--- src/rtl/mtdd_pkg.sv ---
package mtdd_pkg;

	// Command codes of the input channel.
	typedef enum logic [1:0] {
		CMD_TICK    = 2'd0,
		CMD_LOAD    = 2'd1,
		CMD_RESTART = 2'd2,
		CMD_NONE    = 2'd3
	} cmd_t;

	// Scan phases: each lit phase is followed by a blanking phase.
	typedef enum logic [2:0] {
		PH_ONES     = 3'd0,
		PH_BLANK1   = 3'd1,
		PH_TENS     = 3'd2,
		PH_BLANK2   = 3'd3,
		PH_HUNDREDS = 3'd4,
		PH_BLANK3   = 3'd5
	} phase_t;

	localparam logic [7:0] ON_TIME_RST  = 8'd9;
	localparam logic [7:0] OFF_TIME_RST = 8'd1;

	localparam logic [0:0] REG_ON_TIME  = 1'b0;
	localparam logic [0:0] REG_OFF_TIME = 1'b1;

	// Rounded-up reciprocal of 100000/97665 in 0.32 fixed point; the error is far
	// below the smallest fractional gap of reading*0.97665 over ten-bit readings.
	localparam logic [31:0] VOLT_MUL =
		32'((64'd97665 * (64'd1 << 32) + 64'd99999) / 64'd100000);

	localparam int unsigned VOLT_SHIFT = 32;

	typedef struct packed {
		cmd_t       command;
		logic [9:0] volts;
		logic [3:0] ones_digit;
		logic [3:0] tens_digit;
		logic [3:0] hundreds_digit;
	} item_t;

	typedef struct packed {
		logic [1:0] digit_select;
		logic [6:0] segments;
	} res_t;

	function automatic logic [6:0] seg_shape(input logic [3:0] d);
		logic [6:0] s;
		case (d)
			4'd0: s = 7'h3F;
			4'd1: s = 7'h06;
			4'd2: s = 7'h5B;
			4'd3: s = 7'h4F;
			4'd4: s = 7'h66;
			4'd5: s = 7'h6D;
			4'd6: s = 7'h7D;
			4'd7: s = 7'h07;
			4'd8: s = 7'h7F;
			4'd9: s = 7'h6F;
			default: s = 7'h00;
		endcase
		return s;
	endfunction

endpackage

--- src/rtl/mtdd_scan.sv ---
module mtdd_scan (
	input  logic            clk,
	input  logic            arst_n,
	input  logic            step,
	input  mtdd_pkg::item_t item,
	input  logic [7:0]      on_time,
	input  logic [7:0]      off_time,
	output mtdd_pkg::res_t  result
);

	mtdd_pkg::phase_t phase_q;
	mtdd_pkg::phase_t phase_d;
	logic [7:0]       lit_q;
	logic [7:0]       blank_q;
	logic [3:0]       ones_q;
	logic [3:0]       tens_q;
	logic [3:0]       hund_q;
	logic [6:0]       last_seg_q;

	logic             is_lit;
	logic [1:0]       which;
	logic [3:0]       cur_digit;
	logic [6:0]       seg_new;
	logic [7:0]       lit_dec;
	logic [7:0]       blank_dec;

	// Decimal split of the volts value by reciprocal multiplication.
	logic [17:0]      tenths_prod;
	logic [6:0]       div10;
	logic [15:0]      hund_prod;
	logic [3:0]       conv_hund;
	logic [9:0]       ones_full;
	logic [6:0]       tens_full;

	assign tenths_prod = 18'(item.volts) * 18'd205;
	assign div10       = tenths_prod[17:11];
	assign hund_prod   = 16'(item.volts) * 16'd41;
	assign conv_hund   = hund_prod[15:12];
	assign ones_full   = item.volts - 10'(div10) * 10'd10;
	assign tens_full   = div10 - 7'(conv_hund) * 7'd10;

	assign lit_dec   = lit_q - 8'd1;
	assign blank_dec = blank_q - 8'd1;

	// Output decode of the phase; the unused codes behave as the ones phase.
	always_comb begin
		is_lit = 1'b1;
		which  = 2'd0;
		unique case (phase_q) inside
			mtdd_pkg::PH_ONES: begin
				is_lit = 1'b1;
				which  = 2'd0;
			end
			mtdd_pkg::PH_TENS: begin
				is_lit = 1'b1;
				which  = 2'd1;
			end
			mtdd_pkg::PH_HUNDREDS: begin
				is_lit = 1'b1;
				which  = 2'd2;
			end
			mtdd_pkg::PH_BLANK1, mtdd_pkg::PH_BLANK2, mtdd_pkg::PH_BLANK3: begin
				is_lit = 1'b0;
				which  = 2'd0;
			end
			default: begin
				is_lit = 1'b1;
				which  = 2'd0;
			end
		endcase
	end

	always_comb begin
		case (which)
			2'd1:    cur_digit = tens_q;
			2'd2:    cur_digit = hund_q;
			default: cur_digit = ones_q;
		endcase
		// A digit above nine leaves the previous pattern on the bus.
		seg_new = (cur_digit < 4'd10) ? mtdd_pkg::seg_shape(cur_digit) : last_seg_q;
		result.digit_select = is_lit ? (which + 2'd1) : 2'd0;
		result.segments     = is_lit ? seg_new : last_seg_q;
	end

	always_comb begin
		phase_d = phase_q;
		unique case (phase_q)
			mtdd_pkg::PH_ONES:
				phase_d = (lit_dec == 8'd0) ? mtdd_pkg::PH_BLANK1 : mtdd_pkg::PH_ONES;
			mtdd_pkg::PH_BLANK1:
				phase_d = (blank_dec == 8'd0) ? mtdd_pkg::PH_TENS : mtdd_pkg::PH_BLANK1;
			mtdd_pkg::PH_TENS:
				phase_d = (lit_dec == 8'd0) ? mtdd_pkg::PH_BLANK2 : mtdd_pkg::PH_TENS;
			mtdd_pkg::PH_BLANK2:
				phase_d = (blank_dec == 8'd0) ? mtdd_pkg::PH_HUNDREDS : mtdd_pkg::PH_BLANK2;
			mtdd_pkg::PH_HUNDREDS:
				phase_d = (lit_dec == 8'd0) ? mtdd_pkg::PH_BLANK3 : mtdd_pkg::PH_HUNDREDS;
			mtdd_pkg::PH_BLANK3:
				phase_d = (blank_dec == 8'd0) ? mtdd_pkg::PH_ONES : mtdd_pkg::PH_BLANK3;
			default:
				phase_d = (lit_dec == 8'd0) ? mtdd_pkg::PH_BLANK1 : mtdd_pkg::PH_ONES;
		endcase
	end

	always_ff @(posedge clk or negedge arst_n) begin
		if (!arst_n) begin
			phase_q    <= mtdd_pkg::PH_ONES;
			lit_q      <= mtdd_pkg::ON_TIME_RST;
			blank_q    <= mtdd_pkg::OFF_TIME_RST;
			ones_q     <= 4'd0;
			tens_q     <= 4'd0;
			hund_q     <= 4'd0;
			last_seg_q <= 7'd0;
		end else if (step) begin
			unique case (item.command)
				mtdd_pkg::CMD_TICK: begin
					phase_q <= phase_d;
					if (is_lit) begin
						lit_q      <= lit_dec;
						last_seg_q <= seg_new;
						if (lit_dec == 8'd0) begin
							blank_q <= off_time;
						end
					end else begin
						blank_q <= blank_dec;
						if (blank_dec == 8'd0) begin
							lit_q <= on_time;
						end
					end
				end
				mtdd_pkg::CMD_LOAD: begin
					ones_q <= ones_full[3:0];
					tens_q <= tens_full[3:0];
					hund_q <= conv_hund;
				end
				mtdd_pkg::CMD_RESTART: begin
					ones_q  <= item.ones_digit;
					tens_q  <= item.tens_digit;
					hund_q  <= item.hundreds_digit;
					phase_q <= mtdd_pkg::PH_ONES;
					lit_q   <= on_time;
					blank_q <= off_time;
				end
				mtdd_pkg::CMD_NONE: begin
				end
				default: begin
				end
			endcase
		end
	end

endmodule

--- src/rtl/multiplexed_three_digit_display_unit.sv ---
// A tick beat's result passes through the input register, then the result
// register; load, restart and none beats give no result.
// Throughput: one beat per cycle, set by the single scan update in the second
// stage; a waiting result stalls only beats that would produce another one.
// Reset (asynchronous, active low): ones digit lit, counters 9 and 1, digits
// and held segment pattern zero, on_time 9, off_time 1, both stages empty.
module multiplexed_three_digit_display_unit (
	input  logic       clk,
	input  logic       arst_n,
	input  logic       in_valid,
	output logic       in_ready,
	input  logic [1:0] command,
	input  logic [9:0] reading,
	input  logic [3:0] ones_digit,
	input  logic [3:0] tens_digit,
	input  logic [3:0] hundreds_digit,
	output logic       out_valid,
	input  logic       out_ready,
	output logic [1:0] digit_select,
	output logic [6:0] segments,
	input  logic       cfg_we,
	input  logic [0:0] cfg_index,
	input  logic [7:0] cfg_data
);

	logic [7:0]      on_time_q;
	logic [7:0]      off_time_q;
	logic            s1_valid_q;
	mtdd_pkg::item_t item_s1;
	logic            out_valid_q;
	mtdd_pkg::res_t  res_q;
	mtdd_pkg::res_t  scan_res;

	logic [41:0]     volt_prod;
	logic            produces;
	logic            s1_go;
	logic            in_fire;

	assign volt_prod = 42'(reading) * 42'(mtdd_pkg::VOLT_MUL);

	assign produces = (item_s1.command == mtdd_pkg::CMD_TICK);
	// Beats that produce nothing never wait for the output register.
	assign s1_go    = s1_valid_q && (!produces || !out_valid_q || out_ready);
	assign in_ready = !s1_valid_q || s1_go;
	assign in_fire  = in_valid && in_ready;

	always_ff @(posedge clk or negedge arst_n) begin
		if (!arst_n) begin
			on_time_q  <= mtdd_pkg::ON_TIME_RST;
			off_time_q <= mtdd_pkg::OFF_TIME_RST;
		end else if (cfg_we) begin
			unique case (cfg_index)
				mtdd_pkg::REG_ON_TIME:  on_time_q  <= cfg_data;
				mtdd_pkg::REG_OFF_TIME: off_time_q <= cfg_data;
				default: begin
				end
			endcase
		end
	end

	always_ff @(posedge clk or negedge arst_n) begin
		if (!arst_n) begin
			s1_valid_q <= 1'b0;
		end else if (in_ready) begin
			s1_valid_q <= in_valid;
		end
	end

	always_ff @(posedge clk) begin
		if (in_fire) begin
			item_s1.command        <= mtdd_pkg::cmd_t'(command);
			item_s1.volts          <= volt_prod[mtdd_pkg::VOLT_SHIFT +: 10];
			item_s1.ones_digit     <= ones_digit;
			item_s1.tens_digit     <= tens_digit;
			item_s1.hundreds_digit <= hundreds_digit;
		end
	end

	mtdd_scan u_scan (
		.clk      (clk),
		.arst_n   (arst_n),
		.step     (s1_go),
		.item     (item_s1),
		.on_time  (on_time_q),
		.off_time (off_time_q),
		.result   (scan_res)
	);

	always_ff @(posedge clk or negedge arst_n) begin
		if (!arst_n) begin
			out_valid_q <= 1'b0;
		end else if (s1_go && produces) begin
			out_valid_q <= 1'b1;
		end else if (out_ready) begin
			out_valid_q <= 1'b0;
		end
	end

	always_ff @(posedge clk) begin
		if (s1_go && produces) begin
			res_q <= scan_res;
		end
	end

	assign out_valid    = out_valid_q;
	assign digit_select = res_q.digit_select;
	assign segments     = res_q.segments;

`ifndef NO_ASSERTIONS
	// A beat held in the first stage is never dropped.
	a_s1_hold: assert property (@(posedge clk) disable iff (!arst_n)
		s1_valid_q && !s1_go |=> s1_valid_q)
		else $error("first-stage beat lost while stalled");

	// A non-tick beat never raises a fresh result.
	a_no_spurious: assert property (@(posedge clk) disable iff (!arst_n)
		s1_go && !produces && (!out_valid_q || out_ready) |=> !out_valid_q)
		else $error("result raised by a beat that produces none");

	// An empty first stage always takes a new beat.
	a_ready_empty: assert property (@(posedge clk) disable iff (!arst_n)
		!s1_valid_q |-> in_ready)
		else $error("input stalled with an empty first stage");

	// The scaled reading stays within three decimal digits.
	a_volts_range: assert property (@(posedge clk) disable iff (!arst_n)
		s1_valid_q |-> item_s1.volts <= 10'd999)
		else $error("volts value above 999");
`endif

endmodule

--- config.mk ---
export PLATFORM = sky130hd
export DESIGN_NAME = multiplexed_three_digit_display_unit
export DESIGN_NICKNAME = d
export VERILOG_FILES = /design/src/rtl/mtdd_pkg.sv /design/src/rtl/mtdd_scan.sv /design/src/rtl/multiplexed_three_digit_display_unit.sv
export SDC_FILE = /design/constraint.sdc
export NUM_CORES = 1
export LEC_CHECK = 0
export BUFFER_PORTS_ARGS = -buffer_cell sky130_fd_sc_hd__buf_2
export CAP_MARGIN = 20
export CORE_ASPECT_RATIO = 0.5
export CORE_MARGIN = 1.5
export CORE_UTILIZATION = 52
export CTS_CLUSTER_SIZE = 28
export DETAILED_ROUTE_END_ITERATION = 8
export HOLD_SLACK_MARGIN = 0.1
export PLACE_DENSITY_LB_ADDON = 0.12
export RECOVER_POWER = 50
export SKIP_LAST_GASP = 1
export SYNTH_ARGS = -nofsm -noshare
export SYNTH_HDL_FRONTEND = slang
export SYNTH_HIERARCHICAL = 1
export SYNTH_SLANG_ARGS = --single-unit
export TNS_END_PERCENT = 20
--- constraint.sdc ---
create_clock -name clk -period 12.7 [get_ports clk]
set_input_delay 0 -clock clk [delete_from_list [all_inputs] [get_ports clk]]
set_output_delay 0 -clock clk [all_outputs]
set_load 0.01 [all_outputs]
==> flow_summary.json, run 1 <==
{
  "syn_to_final_growth_pct": 10.3,
  "ys.flop_type": "dfrtp_1",
  "cts_resized": 0,
  "cap_violations": 1,
  "yosysWarnings": 6,
  "synth_area_sq_um": 9770,
  "synth_top_area_share_pct": 23.3,
  "post-route-period-util_pct": 47.5,
  "cts_buffer_depth": 2,
  "cp.arrival_ns": 6.26,
  "ys_top_cells_by_area": "ha_1 23%, fa_1 16%, dfrtp_1 13%, edfxtp_1 10%, inv_1 6.9%",
  "failed_checks": "capacitance limit, slew limit",
  "grt_max_degree": 57,
  "drt-initial-drc-count": 287,
  "firstDrtPassIters": 4,
  "worstPathCellList": "ha_1, inv_1, fa_1, inv_1, fa_1, inv_1, fa_1, inv_1, ha_1, a21o_1, a211oi_2, and2b_1, nor2_1, xor2_1, ha_1, fa_1, xnor2_1, xnor2_1, xnor2_1, xnor3_1, xnor3_1, a221o_1",
  "postSynthAreaPerCell_sq_um": 10.2,
  "fin_crit_ns": 6.04,
  "cts_tree": "built",
  "critPathLaunchType": "flip-flop",
  "finalClockSkew_ns": 0.00862,
  "insertion_delay_ns": 0.34,
  "crit_type": "flip-flop to flip-flop",
  "portBuffers": 48,
  "layout.nets": 1331,
  "synthArstFlopShare_pct": 62.9,
  "grt_pass1_wl_mm": 34.0,
  "ys_ff_latch": 89,
  "vias_per_cell": 5.34,
  "syn_inst": 961,
  "slew_headroom_pct": -103,
  "post_cts_buffers": 0,
  "synth_edf_count": 33,
  "grt_pass1_vias": 7132,
  "place.gp.congestion": 0.888,
  "drt-total-wl_mm": 20.0,
  "cp_slowest_cell": "edfxtp_1",
  "synth.distinct_cells": 73,
  "cts_hold_buf": 26,
  "hold_viol": 0,
  "synth_commonest_cells": "182 x ha_1, 180 x inv_1, 80 x fa_1, 59 x nand2_1, 50 x dfrtp_1",
  "rsz0062_at_grt": "false",
  "cts.clk_slew.worst_paths_ns": 0.07,
  "drive_gt1_share_pct": 10.3,
  "die-area_sq_um": 19700,
  "antenna_found_initial": 0,
  "routedWlPerCell_um": 15.7,
  "die_height_um": 99.9,
  "drc": 0,
  "cts_root_buffer": "clkbuf_16",
  "numCtsBuffers": 9,
  "seq_area_frac_synth_pct": 24.6,
  "worstHoldPathType": "input pin to flip-flop",
  "yosysMostFrequentCell": "ha_1",
  "tightest_slew_ns": 3.04,
  "yosys.area.top_type": "ha_1",
  "htreeDepth": 3,
  "overflow": 0,
  "drtAntennaViolNets": 0,
  "status": "finished with violations",
  "holdWs_ns": 0.167,
  "pin_count": 49,
  "coreArea_sq_um": 18400,
  "via_count": 6817,
  "die_w_um": 197,
  "cpPeakStageDelay_ns": 0.53,
  "start_util_pct": 53.1,
  "slew_violations": 57,
  "report.final.setup_viol": 0,
  "cp-end-kind": "flip-flop",
  "cts_sinks": 89,
  "track_usage_pct": 21.8,
  "required_ns": 12.92,
  "fp-row-count": 35,
  "mappedNetlistNets": 1261,
  "fmax_mhz": 166,
  "detailed_place_hpwl_mm": 16.3,
  "crit_fanout": 7,
  "antenna_cells": 0,
  "finalSetupTns_ns": 0
}
-- sequential cells by signal, indices dropped and copies added, names as in the netlist, 4 cells and up --
signal             flops
off_time_q             8
u_scan/lit_q           8
u_scan/last_seg_q      7
u_scan/tens_q          4
u_scan/ones_q          4
u_scan/blank_q         8
u_scan/hund_q          4
segments               7
on_time_q              8
item_s1               24
-- final timing paths --
| path | endpoint | depth (start not counted) | slack [ns] | start |
|---|---|---|---|---|
| setup / recovery | u_scan/tens_q[3] | 22 | 6.66 | item_s1[15] |
| hold / removal | on_time_q[2] | 3 | 0.17 | cfg_index |
| setup reg to reg | u_scan/tens_q[3] | 22 | 6.66 | item_s1[15] |
| hold reg to reg | u_scan/blank_q[0] | 2 | 0.48 | off_time_q[0] |
| max in group asynchronous | u_scan/lit_q[4] | 3 | 9.70 | arst_n |
| min in group asynchronous | u_scan/blank_q[6] | 3 | 1.27 | arst_n |
-- cells in the final DEF, fill, tap and decap left out, types with 6 or more instances in the layout --
| cell type | synthesis | routed |
|---|---|---|
| o21a_1 | 6 | 6 |
| nand3_1 | 10 | 10 |
| nand2_1 | 59 | 59 |
| fa_1 | 80 | 80 |
| xor2_1 | 11 | 11 |
| mux2_2 | 25 | 25 |
| o21ai_0 | 42 | 42 |
| nor2_1 | 36 | 36 |
| o22a_1 | 7 | 7 |
| dfstp_2 | 6 | 6 |
| nand2b_1 | 11 | 11 |
| a31oi_1 | 6 | 6 |
| edfxtp_1 | 33 | 33 |
| dlygate4sd3_1 | 0 | 26 |
| dfrtp_1 | 50 | 50 |
| clkbuf_16 | 0 | 9 |
| a21o_1 | 15 | 15 |
| mux2i_1 | 7 | 7 |
| buf_2 | 6 | 37 |
| ha_1 | 182 | 182 |
| nand4_1 | 14 | 14 |
| a21oi_1 | 44 | 44 |
| inv_1 | 180 | 180 |
| xnor2_1 | 22 | 22 |
| clkbuf_1 | 9 | 13 |
-- final cells by class --
class                      instances  area (sq um)
timing repair buffer              78           513
clock buffer                      10           229
clock inverter                     6          66.3
tap                              240           300
fill                            1612          7610
multi-input combinational        673          6600
sequential                        89          2400
inverter                         180           676
-- logic make-up after synthesis --
kind of cell | synth area share (%)
adders and majority gates | 39.7
buffers and inverters | 7.96
AOI/OAI and AO/OA | 12.1
and+or+nand+nor | 8.68
DFF | 24.6
xor gates and xnor gates | 3.42
muxes | 3.60
-- stage by stage --
stage	worst slack [ns]	area, sq um	utilization (%)	instances
2_1_floorplan	6.99	9770	-	961
5_1_grt	6.41	10800	58.6	1276
3_5_place_dp	6.62	10200	55.6	1233
6_report	6.66	10800	58.6	1276
3_3_place_gp	6.77	10200	55.6	1233
4_1_cts	6.62	10800	58.7	1275
-- worst max-delay path: cells and delay by family, from the launching register on --
family	cells	cell delay, ns
adder cells (fa/ha/maj)	7	2.82
flip-flops	1	0.53
buffers and inverters	4	0.21
AO/OA/AOI/OAI	3	0.80
AND/OR/NAND/NOR	2	0.32
XOR/XNOR	6	1.23
-- per-layer routing --
layer  track usage (%)  up-vias  share of wire, %
li1                  -     3414                 -
met5                 0        -                 0
met1              27.8     3303                46
met3              2.92       17               2.5
met4              5.99        0               1.3
met2              39.3       83                50
Power of run 1 is not shown: default switching activity piles up to over one toggle a cycle in this logic, so the estimate is an artifact.
==> run 2, diff against run 1 <==
--- a/config.mk
+++ b/config.mk
@@ -5,6 +5,7 @@
 export SDC_FILE = /design/constraint.sdc
 export NUM_CORES = 1
 export LEC_CHECK = 0
+export ABC_AREA = 1
 export BUFFER_PORTS_ARGS = -buffer_cell sky130_fd_sc_hd__buf_2
 export CAP_MARGIN = 20
 export CORE_ASPECT_RATIO = 0.5
==> constraint.sdc (replaced) <==
create_clock -name clk -period 6.3 [get_ports clk]
set_input_delay 0 -clock clk [delete_from_list [all_inputs] [get_ports clk]]
set_output_delay 0 -clock clk [all_outputs]
set_load 0.01 [all_outputs]
==> run 2 against run 1 <==
The flow still finishes with violations (capacitance limit, slew limit). Hold slack better by 0.040 ns. Cell count is 37% higher. Cell area is 11% higher. Die area is 11% higher. Via count is 28% higher. Global-route usage is 1.2 points higher. Critical endpoint unchanged.
==> flow_summary.json, run 2 <==
{
  "postSynthAreaPerCell_sq_um": 7.78,
  "htreeDepth": 3,
  "die-area_sq_um": 21900,
  "firstDrtPassIters": 5,
  "die_height_um": 105,
  "mappedNetlistNets": 1698,
  "detailed_place_hpwl_mm": 20.0,
  "numCtsBuffers": 9,
  "synth.distinct_cells": 48,
  "ys_top_cells_by_area": "ha_1 21%, fa_1 15%, nand2_1 12%, dfrtp_1 11%, inv_1 11%",
  "drtAntennaViolNets": 0,
  "worstHoldStart": "cfg_we",
  "layout.nets": 1776,
  "overflow": 0,
  "grt_pass1_wl_mm": 40.7,
  "seq_area_frac_synth_pct": 22.1,
  "dp_cells": 1710,
  "finalClockSkew_ns": 0.00920,
  "grt_max_degree": 57,
  "r2r_slack_ns": 1.30,
  "cap_violations": 1,
  "crit_type": "flip-flop to flip-flop",
  "cts_resized": 0,
  "cts_buffer_depth": 2,
  "holdWs_ns": 0.207,
  "instances_no_fill": 1754,
  "slew_headroom_pct": -103,
  "grt_pass1_vias": 8715,
  "cts_root_buffer": "clkbuf_16",
  "drc": 0,
  "required_ns": 6.52,
  "report.final.setup_viol": 0,
  "status": "finished with violations",
  "coreArea_sq_um": 20600,
  "yosys.area.top_type": "ha_1",
  "mostFrequentLayoutCells": "357 x nand2_1, 322 x inv_1, 182 x ha_1, 85 x nor2_1, 80 x fa_1",
  "rsz0062_at_grt": "false",
  "fin_crit_ns": 5.00,
  "yosysWarnings": 6,
  "synthArstFlopShare_pct": 62.9,
  "slew_violations": 57,
  "synth_top_area_share_pct": 20.9,
  "routedWlPerCell_um": 13.5,
  "utilization_pct": 58.3,
  "critPathLaunchType": "flip-flop",
  "fp-row-count": 37,
  "syn_to_final_growth_pct": 10.2,
  "insertion_delay_ns": 0.34,
  "worstHoldPathType": "input pin to flip-flop",
  "top_register": "item_s1",
  "crit_fanout": 7,
  "vias_per_cell": 4.96,
  "yosysMostFrequentCell": "nand2_1",
  "ys_ff_latch": 89,
  "cts_hold_buf": 27,
  "ys.flop_type": "dfrtp_1",
  "r2r-start": "item_s1[15]",
  "r2r_end": "u_scan/tens_q[3]",
  "antenna_found_initial": 0,
  "synth_edf_count": 33,
  "syn_inst": 1398,
  "antenna_cells": 0,
  "drive_gt1_share_pct": 6.41,
  "cp-end-kind": "flip-flop",
  "ff2ff_path_depth": 25,
  "post_cts_buffers": 0,
  "place.gp.congestion": 0.942,
  "cts_tree": "built",
  "cp.arrival_ns": 5.22,
  "fmax_mhz": 200,
  "pin_count": 49,
  "hold_viol": 0,
  "via_count": 8695,
  "track_usage_pct": 23.0,
  "cts_sinks": 89,
  "drt-total-wl_mm": 23.7,
  "whs_path_depth": 4,
  "cts.clk_slew.worst_paths_ns": 0.06,
  "final_common_cell": "nand2_1",
  "post-route-period-util_pct": 79.4,
  "start_util_pct": 52.9,
  "hold_path_end": "on_time_q[0]",
  "largest_register_ffs": 24,
  "drt-initial-drc-count": 481,
  "failed_checks": "capacitance limit, slew limit",
  "synth_area_sq_um": 10900,
  "die_w_um": 208,
  "finalSetupTns_ns": 0,
  "portBuffers": 48,
  "synth_commonest_cells": "357 x nand2_1, 322 x inv_1, 182 x ha_1, 85 x nor2_1, 80 x fa_1",
  "tightest_slew_ns": 3.05
}
==> run 2: changes by cell type in the layout (fill, tap and decap cells not counted), sizes merged, moves of 7 or more <==
| cell | before | now |
|---|---|---|
| o21ai | 49 | 77 |
| mux2 | 25 | 0 |
| nand2b | 11 | 0 |
| nand3 | 10 | 61 |
| nor2 | 36 | 94 |
| xnor2 | 22 | 9 |
| a21o | 15 | 3 |
| nand2 | 59 | 360 |
| o22a | 7 | 0 |
| inv | 182 | 327 |
==> run 2: layout make-up <==
cell class                      count  area, sq um
Multi-Input combinational cell    972         7190
Clock inverter                      6         75.1
Clock buffer                       10          229
Fill cell                        1952         8560
Sequential cell                    89         2400
Inverter                          327         1230
Timing Repair Buffer               77          526
Tap cell                          273          342
==> run 2: worst max-delay path by stage <==
stage	from	end	depth (start not counted)	slack (ns)
floorplan	item_s1[15]	u_scan/tens_q[3]	25	1.66
global placement	item_s1[15]	u_scan/tens_q[3]	25	1.39
detailed placement	item_s1[15]	u_scan/tens_q[3]	25	1.30
CTS	item_s1[15]	u_scan/tens_q[3]	25	1.30
global route	item_s1[15]	u_scan/tens_q[3]	25	0.93
finish	item_s1[15]	u_scan/tens_q[3]	25	1.30
==> run 2: per-stage QoR <==
stage                     setup WS (ns)  instance area, sq um
after CTS                          1.30                 12000
after floorplan                    1.66                 10900
after global routing              0.927                 12000
after global placement             1.39                 11400
final                              1.30                 12000
after detailed placement           1.30                 11400
==> run 2: worst max-delay path, cell delays in order, from the launching register on <==
cell	delay [ns]
edfxtp_1	0.53
ha_1	0.37
inv_1	0.06
fa_1	0.52
inv_1	0.05
fa_1	0.52
inv_1	0.05
fa_1	0.52
inv_1	0.04
ha_1	0.33
a21oi_1	0.17
o21a_1	0.13
nand2_1	0.07
nand3_1	0.08
nand2_1	0.07
xnor2_1	0.17
ha_1	0.21
fa_1	0.40
inv_1	0.09
nand3_1	0.08
nand3_1	0.11
nand2_1	0.06
nand2_1	0.06
nand3_1	0.06
nand2_1	0.07
nand2_1	0.04
==> run 2: cell families after synthesis <==
family | count (synthesis) | synth area share [%]
and+or+nand+nor | 547 | 21.2
AOI/OAI and AO/OA | 139 | 7.15
adders and majority gates | 262 | 35.6
xor gates and xnor gates | 19 | 1.60
muxes | 5 | 0.460
DFF | 89 | 22.1
buffers and inverters | 337 | 11.9
==> run 2: layer usage <==
metal	wire, um	track usage (%)	part of all wire, %
met2	11600	41.2	49
met3	601	2.23	2.5
met4	249	3.99	1.1
met5	0	0	0
met1	11300	30.7	48
Power of run 2 is left out for the same reason.
